### config.mk
export PLATFORM = sky130hd
export DESIGN_NAME = pair_acoplanarity_trigger_flat
export DESIGN_NICKNAME = d
export VERILOG_FILES = /design/src/hw/rtl/pat_pkg.sv /design/src/hw/rtl/pat_in_if.sv /design/src/hw/rtl/pat_out_if.sv /design/src/hw/rtl/pat_ram.sv /design/src/hw/rtl/pat_pair_check.sv /design/src/hw/rtl/pair_acoplanarity_trigger.sv /design/src/flat_wrapper.sv
export VERILOG_INCLUDE_DIRS = /design/src /design/src/hw/rtl
export SDC_FILE = /design/constraint.sdc
export NUM_CORES = 2
export LEC_CHECK = 0
export ABC_AREA = 1
export BUFFER_PORTS_ARGS = -buffer_cell sky130_fd_sc_hd__buf_2
export CORE_UTILIZATION = 45
export DETAILED_ROUTE_END_ITERATION = 8
export SYNTH_ARGS = -nofsm -noshare
export SYNTH_HDL_FRONTEND = slang
export SYNTH_HIERARCHICAL = 1
export SYNTH_SLANG_ARGS = --single-unit
### constraint.sdc
create_clock -name clk -period 10.6 [get_ports clk]
set_input_delay 2.12 -clock clk [delete_from_list [all_inputs] [get_ports clk]]
set_output_delay 2.12 -clock clk [all_outputs]
set_load 0.03 [all_outputs]
### src/hw/rtl/assert_macros.svh
// Assertion macros used by the top RTL file of the pair trigger.
`ifndef ASSERT_MACROS_SVH
`define ASSERT_MACROS_SVH

// Concurrent check that is switched off while reset is asserted.
`define PAT_ASSERT(lbl, clk, rst_n, prop) \
  lbl: assert property (@(posedge clk) disable iff (!rst_n) prop) \
    else $error("pair trigger assertion failed");

// Concurrent check that must also hold during reset.
`define PAT_ASSERT_ALWAYS(lbl, clk, prop) \
  lbl: assert property (@(posedge clk) prop) \
    else $error("pair trigger assertion failed");

`endif

### src/hw/rtl/pat_pkg.sv
// Shared types and constants of the pair acoplanarity trigger.
package pat_pkg;

  localparam int ENERGY_W  = 16;
  localparam int ANGLE_W   = 12;
  localparam int PAIRS_W   = 11;
  localparam int CFG_IDX_W = 3;
  localparam int CFG_W     = 16;

  // Angle steps of half a turn; the fold and acoplanarity are taken against it.
  localparam logic [ANGLE_W-1:0] HALF_TURN = ANGLE_W'(2048);
  localparam logic [PAIRS_W-1:0] PAIRS_MAX = '1;

  typedef logic [CFG_IDX_W-1:0] cfg_idx_t;
  typedef logic [CFG_W-1:0]     cfg_data_t;

  // Register indexes of the configuration port.
  localparam cfg_idx_t REG_LEAD_CUT   = 3'd0;
  localparam cfg_idx_t REG_SUB_CUT    = 3'd1;
  localparam cfg_idx_t REG_ACOP_MIN   = 3'd2;
  localparam cfg_idx_t REG_ACOP_MAX   = 3'd3;
  localparam cfg_idx_t REG_BAL_MIN    = 3'd4;
  localparam cfg_idx_t REG_BAL_MAX    = 3'd5;
  localparam cfg_idx_t REG_THRESHOLD  = 3'd6;

  typedef struct packed {
    logic [ENERGY_W-1:0] lead_energy_cut;
    logic [ENERGY_W-1:0] sub_energy_cut;
    logic [ANGLE_W-1:0]  acop_min;
    logic [ANGLE_W-1:0]  acop_max;
    logic [ENERGY_W-1:0] balance_min;
    logic [ENERGY_W-1:0] balance_max;
    logic [PAIRS_W-1:0]  pair_threshold;
  } pat_cfg_t;

endpackage

### src/hw/rtl/pat_in_if.sv
// Candidate input channel of the pair trigger.
interface pat_in_if;
  import pat_pkg::*;

  logic                valid;
  logic                ready;
  logic [ENERGY_W-1:0] energy;
  logic [ANGLE_W-1:0]  angle;
  logic                candidate_valid;
  logic                last;

  modport source(output valid, energy, angle, candidate_valid, last, input ready);
  modport sink(input valid, energy, angle, candidate_valid, last, output ready);
endinterface

### src/hw/rtl/pat_out_if.sv
// Event result channel of the pair trigger.
interface pat_out_if;
  import pat_pkg::*;

  logic               valid;
  logic               ready;
  logic [PAIRS_W-1:0] pair_count;
  logic               accept;
  logic               overflow;

  modport source(output valid, pair_count, accept, overflow, input ready);
  modport sink(input valid, pair_count, accept, overflow, output ready);
endinterface

### src/hw/rtl/pat_ram.sv
// Generic simple dual-port RAM with one write port and a registered read port.
module pat_ram #(
  parameter int WIDTH = 28,
  parameter int DEPTH = 64
) (
  input  logic                     clk,
  input  logic                     we,
  input  logic [$clog2(DEPTH)-1:0] waddr,
  input  logic [WIDTH-1:0]         wdata,
  input  logic                     re,
  input  logic [$clog2(DEPTH)-1:0] raddr,
  output logic [WIDTH-1:0]         rdata
);

  logic [WIDTH-1:0] mem_r [DEPTH];

  always_ff @(posedge clk) begin
    if (we) begin
      mem_r[waddr] <= wdata;
    end
    if (re) begin
      rdata <= mem_r[raddr];
    end
  end

endmodule

### src/hw/rtl/pat_pair_check.sv
// Two-stage pipelined cut test of one candidate pair.
module pat_pair_check (
  input  logic                         clk,
  input  logic                         rst_n,
  input  logic                         in_vld,
  input  logic [pat_pkg::ENERGY_W-1:0] cand_energy,
  input  logic [pat_pkg::ANGLE_W-1:0]  cand_angle,
  input  logic [pat_pkg::ENERGY_W-1:0] ref_energy,
  input  logic [pat_pkg::ANGLE_W-1:0]  ref_angle,
  input  pat_pkg::pat_cfg_t            cfg,
  output logic                         out_vld,
  output logic                         pass
);
  import pat_pkg::*;

  logic [ENERGY_W-1:0] hi_r, lo_r;
  logic [ANGLE_W-1:0]  dist_r;
  logic                v1_r, v2_r, pass_r;
  logic [ENERGY_W-1:0] bal;
  logic [ANGLE_W-1:0]  acop;
  logic                pass_nxt;

  // Stage one: order the energies and take the raw angle distance.
  always_ff @(posedge clk) begin
    if (!rst_n) begin
      v1_r <= 1'b0;
    end else begin
      v1_r <= in_vld;
    end
    if (cand_energy >= ref_energy) begin
      hi_r <= cand_energy;
      lo_r <= ref_energy;
    end else begin
      hi_r <= ref_energy;
      lo_r <= cand_energy;
    end
    dist_r <= (cand_angle >= ref_angle) ? cand_angle - ref_angle : ref_angle - cand_angle;
  end

  // Stage two: folding past half a turn and taking the complement both reduce to
  // the distance from half a turn.
  always_comb begin
    acop     = (dist_r > HALF_TURN) ? dist_r - HALF_TURN : HALF_TURN - dist_r;
    bal      = hi_r - lo_r;
    pass_nxt = (hi_r >= cfg.lead_energy_cut) && (lo_r >= cfg.sub_energy_cut)
            && (acop >= cfg.acop_min) && (acop <= cfg.acop_max)
            && (bal >= cfg.balance_min) && (bal <= cfg.balance_max);
  end

  always_ff @(posedge clk) begin
    if (!rst_n) begin
      v2_r <= 1'b0;
    end else begin
      v2_r <= v1_r;
    end
    pass_r <= pass_nxt;
  end

  assign out_vld = v2_r;
  assign pass    = pass_r;

endmodule

### src/hw/rtl/pair_acoplanarity_trigger.sv
// Pair acoplanarity trigger: an item that is paired with n >= 1 stored candidates is tested
// against all n of them before the next item can be taken; an item that is not paired goes
// straight to the store step.
// The scan is set by the single read port of the candidate RAM, one entry a cycle.
// An item with last also passes the report step, held there while the previous result still waits.
// Reset (rst_n low, synchronous) clears the event counters, the FSM, the flags and the
// config to defaults; the data registers and the RAM keep their contents (no clearing pass).
module pair_acoplanarity_trigger #(
  parameter int MAX_CANDIDATES = 64
) (
  input  logic                clk,
  input  logic                rst_n,
  pat_in_if.sink              in_ch,
  pat_out_if.source           out_ch,
  input  logic                cfg_we,
  input  pat_pkg::cfg_idx_t   cfg_index,
  input  pat_pkg::cfg_data_t  cfg_data
);
  import pat_pkg::*;
  `include "assert_macros.svh"

  localparam int AW     = (MAX_CANDIDATES > 1) ? $clog2(MAX_CANDIDATES) : 1;
  localparam int CNT_W  = $clog2(MAX_CANDIDATES + 1);
  localparam int WORD_W = ENERGY_W + ANGLE_W;
  localparam logic [CNT_W-1:0] MAX_CNT = CNT_W'(MAX_CANDIDATES);

  typedef enum logic [1:0] {
    ST_IDLE,
    ST_SCAN,
    ST_FIN,
    ST_EMIT
  } state_t;

  state_t              state_r;
  pat_cfg_t            cfg_r;
  logic [ENERGY_W-1:0] cand_energy_r;
  logic [ANGLE_W-1:0]  cand_angle_r;
  logic                last_r, store_r;
  logic [CNT_W-1:0]    count_r, idx_r, res_cnt_r, res_cnt_nxt;
  logic [PAIRS_W-1:0]  pairs_r;
  logic                dropped_r;
  logic                rd_vld_r;
  logic                out_valid_r, accept_r, overflow_r;
  logic [PAIRS_W-1:0]  pair_count_r;

  logic                in_fire, has_room, rd_en, ram_we, emit_load;
  logic [WORD_W-1:0]   rdata;
  logic                pass_vld, pass;

  assign in_fire     = in_ch.valid && in_ch.ready;
  assign has_room    = count_r < MAX_CNT;
  assign rd_en       = (state_r == ST_SCAN) && (idx_r < count_r);
  assign ram_we      = (state_r == ST_FIN) && store_r;
  assign res_cnt_nxt = res_cnt_r + CNT_W'(1);
  assign emit_load   = (state_r == ST_EMIT) && (!out_valid_r || out_ch.ready);

  // Configuration registers; an index past the list is ignored.
  always_ff @(posedge clk) begin
    if (!rst_n) begin
      cfg_r.lead_energy_cut <= '0;
      cfg_r.sub_energy_cut  <= '0;
      cfg_r.acop_min        <= '0;
      cfg_r.acop_max        <= HALF_TURN;
      cfg_r.balance_min     <= '0;
      cfg_r.balance_max     <= '1;
      cfg_r.pair_threshold  <= PAIRS_W'(1);
    end else if (cfg_we) begin
      case (cfg_index)
        REG_LEAD_CUT:  cfg_r.lead_energy_cut <= cfg_data[ENERGY_W-1:0];
        REG_SUB_CUT:   cfg_r.sub_energy_cut  <= cfg_data[ENERGY_W-1:0];
        REG_ACOP_MIN:  cfg_r.acop_min        <= cfg_data[ANGLE_W-1:0];
        REG_ACOP_MAX:  cfg_r.acop_max        <= cfg_data[ANGLE_W-1:0];
        REG_BAL_MIN:   cfg_r.balance_min     <= cfg_data[ENERGY_W-1:0];
        REG_BAL_MAX:   cfg_r.balance_max     <= cfg_data[ENERGY_W-1:0];
        REG_THRESHOLD: cfg_r.pair_threshold  <= cfg_data[PAIRS_W-1:0];
        default: ;
      endcase
    end
  end

  // Candidate store: energy in the upper bits, angle in the lower bits.
  pat_ram #(
    .WIDTH(WORD_W),
    .DEPTH(MAX_CANDIDATES)
  ) u_store (
    .clk  (clk),
    .we   (ram_we),
    .waddr(count_r[AW-1:0]),
    .wdata({cand_energy_r, cand_angle_r}),
    .re   (rd_en),
    .raddr(idx_r[AW-1:0]),
    .rdata(rdata)
  );

  pat_pair_check u_check (
    .clk        (clk),
    .rst_n      (rst_n),
    .in_vld     (rd_vld_r),
    .cand_energy(cand_energy_r),
    .cand_angle (cand_angle_r),
    .ref_energy (rdata[WORD_W-1:ANGLE_W]),
    .ref_angle  (rdata[ANGLE_W-1:0]),
    .cfg        (cfg_r),
    .out_vld    (pass_vld),
    .pass       (pass)
  );

  // Event sequencer: take an item, scan the stored entries when paired, store it, and report on last.
  always_ff @(posedge clk) begin
    if (!rst_n) begin
      state_r     <= ST_IDLE;
      count_r     <= '0;
      idx_r       <= '0;
      res_cnt_r   <= '0;
      pairs_r     <= '0;
      dropped_r   <= 1'b0;
      rd_vld_r    <= 1'b0;
      out_valid_r <= 1'b0;
      last_r      <= 1'b0;
      store_r     <= 1'b0;
    end else begin
      rd_vld_r <= rd_en;
      if (emit_load) begin
        out_valid_r <= 1'b1;
      end else if (out_valid_r && out_ch.ready) begin
        out_valid_r <= 1'b0;
      end
      case (state_r)
        ST_IDLE: begin
          if (in_fire) begin
            cand_energy_r <= in_ch.energy;
            cand_angle_r  <= in_ch.angle;
            last_r        <= in_ch.last;
            store_r       <= in_ch.candidate_valid && has_room;
            idx_r         <= '0;
            res_cnt_r     <= '0;
            if (in_ch.candidate_valid && !has_room) begin
              dropped_r <= 1'b1;
            end
            if (in_ch.candidate_valid && has_room && (count_r != '0)) begin
              state_r <= ST_SCAN;
            end else begin
              state_r <= ST_FIN;
            end
          end
        end
        ST_SCAN: begin
          if (rd_en) begin
            idx_r <= idx_r + CNT_W'(1);
          end
          if (pass_vld) begin
            res_cnt_r <= res_cnt_nxt;
            if (pass && (pairs_r != PAIRS_MAX)) begin
              pairs_r <= pairs_r + PAIRS_W'(1);
            end
            if (res_cnt_nxt == count_r) begin
              state_r <= ST_FIN;
            end
          end
        end
        ST_FIN: begin
          if (store_r) begin
            count_r <= count_r + CNT_W'(1);
          end
          state_r <= last_r ? ST_EMIT : ST_IDLE;
        end
        ST_EMIT: begin
          if (emit_load) begin
            pair_count_r <= pairs_r;
            accept_r     <= pairs_r >= cfg_r.pair_threshold;
            overflow_r   <= dropped_r;
            count_r      <= '0;
            pairs_r      <= '0;
            dropped_r    <= 1'b0;
            state_r      <= ST_IDLE;
          end
        end
        default: begin
          state_r <= ST_IDLE;
        end
      endcase
    end
  end

  assign in_ch.ready       = (state_r == ST_IDLE);
  assign out_ch.valid      = out_valid_r;
  assign out_ch.pair_count = pair_count_r;
  assign out_ch.accept     = accept_r;
  assign out_ch.overflow   = overflow_r;

  // The store never holds more than its capacity.
  `PAT_ASSERT(a_count_cap, clk, rst_n, count_r <= MAX_CNT)
  // Writes never overlap a scan, so reads need no forwarding.
  `PAT_ASSERT(a_no_write_in_scan, clk, rst_n, ram_we |-> !rd_en && !rd_vld_r && !pass_vld)
  // Pair results only arrive while scanning, and never more than were issued.
  `PAT_ASSERT(a_result_in_scan, clk, rst_n, pass_vld |-> state_r == ST_SCAN && res_cnt_r < idx_r)
  // A scan reads only entries that were written in this event.
  `PAT_ASSERT(a_read_in_range, clk, rst_n, rd_en |-> idx_r < count_r && count_r != '0)
  // A result is loaded only from the report step.
  `PAT_ASSERT(a_emit_source, clk, rst_n, $rose(out_valid_r) |-> $past(state_r) == ST_EMIT)

endmodule
### src/flat_wrapper.sv
// flat-port wrapper written by rule: the top's interface ports become plain ports
module pair_acoplanarity_trigger_flat import pat_pkg::*;
#(
  parameter int MAX_CANDIDATES = 64
)
  (clk, rst_n, cfg_we, cfg_index, cfg_data, in_ch_valid, in_ch_energy, in_ch_angle, in_ch_candidate_valid, in_ch_last, in_ch_ready, out_ch_valid, out_ch_pair_count, out_ch_accept, out_ch_overflow, out_ch_ready);
  pat_in_if in_ch_i ();
  pat_out_if out_ch_i ();
  input  logic clk;
  input  logic rst_n;
  input  logic cfg_we;
  input  pat_pkg::cfg_idx_t cfg_index;
  input  pat_pkg::cfg_data_t cfg_data;
  input wire logic [$bits(in_ch_i.valid)-1:0] in_ch_valid;
  input wire logic [$bits(in_ch_i.energy)-1:0] in_ch_energy;
  input wire logic [$bits(in_ch_i.angle)-1:0] in_ch_angle;
  input wire logic [$bits(in_ch_i.candidate_valid)-1:0] in_ch_candidate_valid;
  input wire logic [$bits(in_ch_i.last)-1:0] in_ch_last;
  output wire logic [$bits(in_ch_i.ready)-1:0] in_ch_ready;
  output wire logic [$bits(out_ch_i.valid)-1:0] out_ch_valid;
  output wire logic [$bits(out_ch_i.pair_count)-1:0] out_ch_pair_count;
  output wire logic [$bits(out_ch_i.accept)-1:0] out_ch_accept;
  output wire logic [$bits(out_ch_i.overflow)-1:0] out_ch_overflow;
  input wire logic [$bits(out_ch_i.ready)-1:0] out_ch_ready;
  assign in_ch_i.valid = in_ch_valid;
  assign in_ch_i.energy = in_ch_energy;
  assign in_ch_i.angle = in_ch_angle;
  assign in_ch_i.candidate_valid = in_ch_candidate_valid;
  assign in_ch_i.last = in_ch_last;
  assign in_ch_ready = in_ch_i.ready;
  assign out_ch_valid = out_ch_i.valid;
  assign out_ch_pair_count = out_ch_i.pair_count;
  assign out_ch_accept = out_ch_i.accept;
  assign out_ch_overflow = out_ch_i.overflow;
  assign out_ch_i.ready = out_ch_ready;
  pair_acoplanarity_trigger #(.MAX_CANDIDATES(MAX_CANDIDATES)) u_core (.clk(clk), .rst_n(rst_n), .in_ch(in_ch_i), .out_ch(out_ch_i), .cfg_we(cfg_we), .cfg_index(cfg_index), .cfg_data(cfg_data));
endmodule
==> run metrics <==
Pwr Density=191 nW/um^2; Die Span X=441 um; Seq/Total Area, Yosys=roughly 69%; Layout area overhead=10.8%; number of setup buffers added after CTS=0; drt total wl=roughly 260 mm; first-pass GRT wire length=around 370 mm; drt wl/cell=24.2 um; placed insts=10,200; cell row count=160; Layout Skew=0.0577 ns; failing checks=antenna violations; Synth Register Bits=roughly 2,000; GRT overflow=0; outcome=finished with violations; vias after detailed routing=59,900; CTS tree=built; initial core utilization=45.4%; DP Area=89,600 sq um; largest stage delay on the critical path=1.00 ns; Mapped Avg Cell Area=between 10 and 15 sq um; I/O Buffers=68; largest area contributor in the netlist=edfxtp_1; total CTS buffers=204; share of the synthesized area in the top cell type=64.5%; final core area utilization=50.3%; Via-to-Cell Ratio=5.65; Synth Flop Type=edfxtp_1; hold buffer count at CTS=0; mapped cell area=slightly below 90,000 sq um; Async SR Flop Fraction=0%; Worst Setup Start Kind=flip-flop; DRT Pass-1 Iters=8; worst path bufs/invs=3; EDFF count, synth=1,861; Critical Path Sink Type=flip-flop; Starting DRT DRC Count=6,564; Post-CTS Resized=0; clock sinks=2,046; Worst path slowest cell=dfxtp_4; syn_nets=8,120; fillcell total=16,800; gpl congestion=0.892; Slew HR=about 20%; Crit Path Category=flip-flop to flip-flop; Detail Route Antenna Nets=1; I/O pins=~70; Top Family by Delay on Critical Path=buffers and inverters; number of antenna violations at the first check in global routing=13; CP arrival=around 5.6 ns; fmax=between 0.2 and 0.25 GHz; Yosys warnings=6; crit path max fanout=85; worst vdd ir=0.000147 V; DP HPWL=141 mm; Required @ worst endpoint=11.27 ns; leakage=35.4 nW; Tmin final=4.90 ns; share of cells above drive strength 1=under 10%; vias in the first global route=~55,000; Design Area, Final=96,000 sq um; Cell variety after synth=46; Finished Layout Cells=10,600; max-cap viol count=0; Clk pin slew, worst setup/hold paths=0.06 ns; H-tree depth=4; max-slew violation count=0; Area contributors post-synth=edfxtp_1 (64%), nand2_1 (11%), nand3_1 (9.2%), dfxtp_1 (4.3%), ha_1 (2.4%); Final setup violation count=0; unrepaired setup endpoints after global routing=no; Die H=441 um; final hold vios=0; worst-margin pin slew=1.20 ns; Post-Syn Instances=7,898; worst skew pair latency=0.84 ns; Die ar.=194,000 sq um; Power, Total=0.0183 W; largest net degree at the start of global routing=~180; GRT Util Overall=26.1%; Final TNS setup=0 ns; CTS root buffer=clkbuf_16; Core ar.=191,000 sq um; Post-route DRC=0; Total Nets Final=8,110; CTS Buffer Depth=3; hold crit path type=flip-flop to flip-flop; Cell Chain, Critical Path=buf_4 > buf_4 > buf_4 > nand2_1 > nand3_1 > nand3_1 > nand2_1 > nand2_1 > nand3_1 > nand3_1 > nand2_1; Final period util=a little under half
cell families after synthesis:
logic type / count (synthesis) / share of synthesized area [%]
buf+inv: 738 / 3.92
simple gates: 4571 / 22.4
fa+ha+maj: 168 / 2.45
flops: 2046 / 68.8
xor+xnor: 49 / 0.511
compound gates: 326 / 1.98
worst min-delay path, cell delays in order (launching register included):
cell	delay, ns
dfxtp_1	0.30
nand2_1	0.04
inv_1	0.04
report_power, final:
group          internal [W]  leakage (nW)  switching (W)
Clock               0.00384          3.07        0.00307
Sequential          0.00895          18.3      0.0000820
Combinational      0.000641          14.1        0.00171
sequential cells by signal, indices dropped and copies added (netlist names), 12 cells and up:
name	flops
u_core/u_check/dist_r	12
u_core/u_store/rdata	28
u_core/u_check/lo_r	16
u_core/u_store/mem_r	1792
u_core/cfg_r	99
u_core/cand_energy_r	16
u_core/cand_angle_r	12
u_core/u_check/hi_r	16
cells in the final DEF (no fill, tap or decap), drive strengths merged, types with 13 or more instances in the layout:
cell       n
inv      306
edfxtp  1861
buf      224
diode     13
nand2   2596
clkinv    90
a21oi    130
xor2      37
clkbuf   267
o21ai    170
nor2     303
dfxtp    185
nand4     35
ha       165
nand3   1598
nor3      20
cell type report:
cell class | count | area, sq um | area share [%]
well taps | 2511 | 3140 | 3.27
diodes | 13 | 32.5 | 0.0339
repair buffers | 224 | 1590 | 1.65
flip-flops and latches | 2046 | 59600 | 62.1
inverters | 298 | 1150 | 1.20
multi-input cells | 5114 | 24100 | 25.1
clock inverters | 115 | 883 | 0.920
clock buffers | 267 | 5450 | 5.67
per-stage QoR:
| step | setup slack [ns] | hold WS, ns |
|---|---|---|
| 2_1_floorplan | 6.21 | 0.386 |
| 3_3_place_gp | 5.50 | 0.391 |
| 3_5_place_dp | 5.44 | 0.395 |
| 4_1_cts | 5.86 | 0.415 |
| 5_1_grt | 5.40 | 0.458 |
| 6_report | 5.70 | 0.411 |
layer usage:
layer | global-route usage [%] | up-vias | wire, um | part of all wire (%)
met2 | 40.6 | 2651 | 116000 | 45
met1 | 36.3 | 29400 | 107000 | 42
met3 | 4.39 | 442 | 22300 | 8.7
met5 | 0 | - | 22 | 0.0086
li1 | - | 27400 | - | -
met4 | 11.0 | 4 | 11300 | 4.4
path summary, 6_finish.rpt:
path,cells after the start,from,endpoint,slack (ns)
setup reg to reg,11,u_core/idx_r[0]$_SDFFE_PN0P_,u_core/u_store/rdata[24]$_DFFE_PP_,5.70
hold / removal,2,u_core/u_check/v1_r$_SDFF_PN0_,u_core/u_check/out_vld$_SDFF_PN0_,0.41
setup / recovery,11,u_core/idx_r[0]$_SDFFE_PN0P_,u_core/u_store/rdata[24]$_DFFE_PP_,5.70
hold reg to reg,2,u_core/u_check/v1_r$_SDFF_PN0_,u_core/u_check/out_vld$_SDFF_PN0_,0.41
synth_stat cells (2+ instances only):
library cell  number
edfxtp_1        1861
nand4_1           35
or2_1              2
buf_1             42
nand3_2            3
nor3_2             2
a21oi_1          128
nand2_4            2
o21bai_1           6
nand3_1         1595
nand2_2            5
xnor2_1           11
nor2_1           299
ha_1             165
nor2_4             2
inv_1            287
and2_1             3
nand3b_1           3
nor3_1            18
dfxtp_1          185
buf_4             48
inv_2             10
nor4_1            11
o21ai_2            3
clkbuf_1          90
a21oi_2            2
o21ai_1           47
o21a_1             6
nand2_1         2589
o211ai_1           2
xor2_1            37
o21ai_0          120
fa_1               3
buf_6             17
a31oi_1            3
buf_2            242
a21o_1             4
nor2_2             2
No activity file was read; power rests on OpenSTA's default activity.
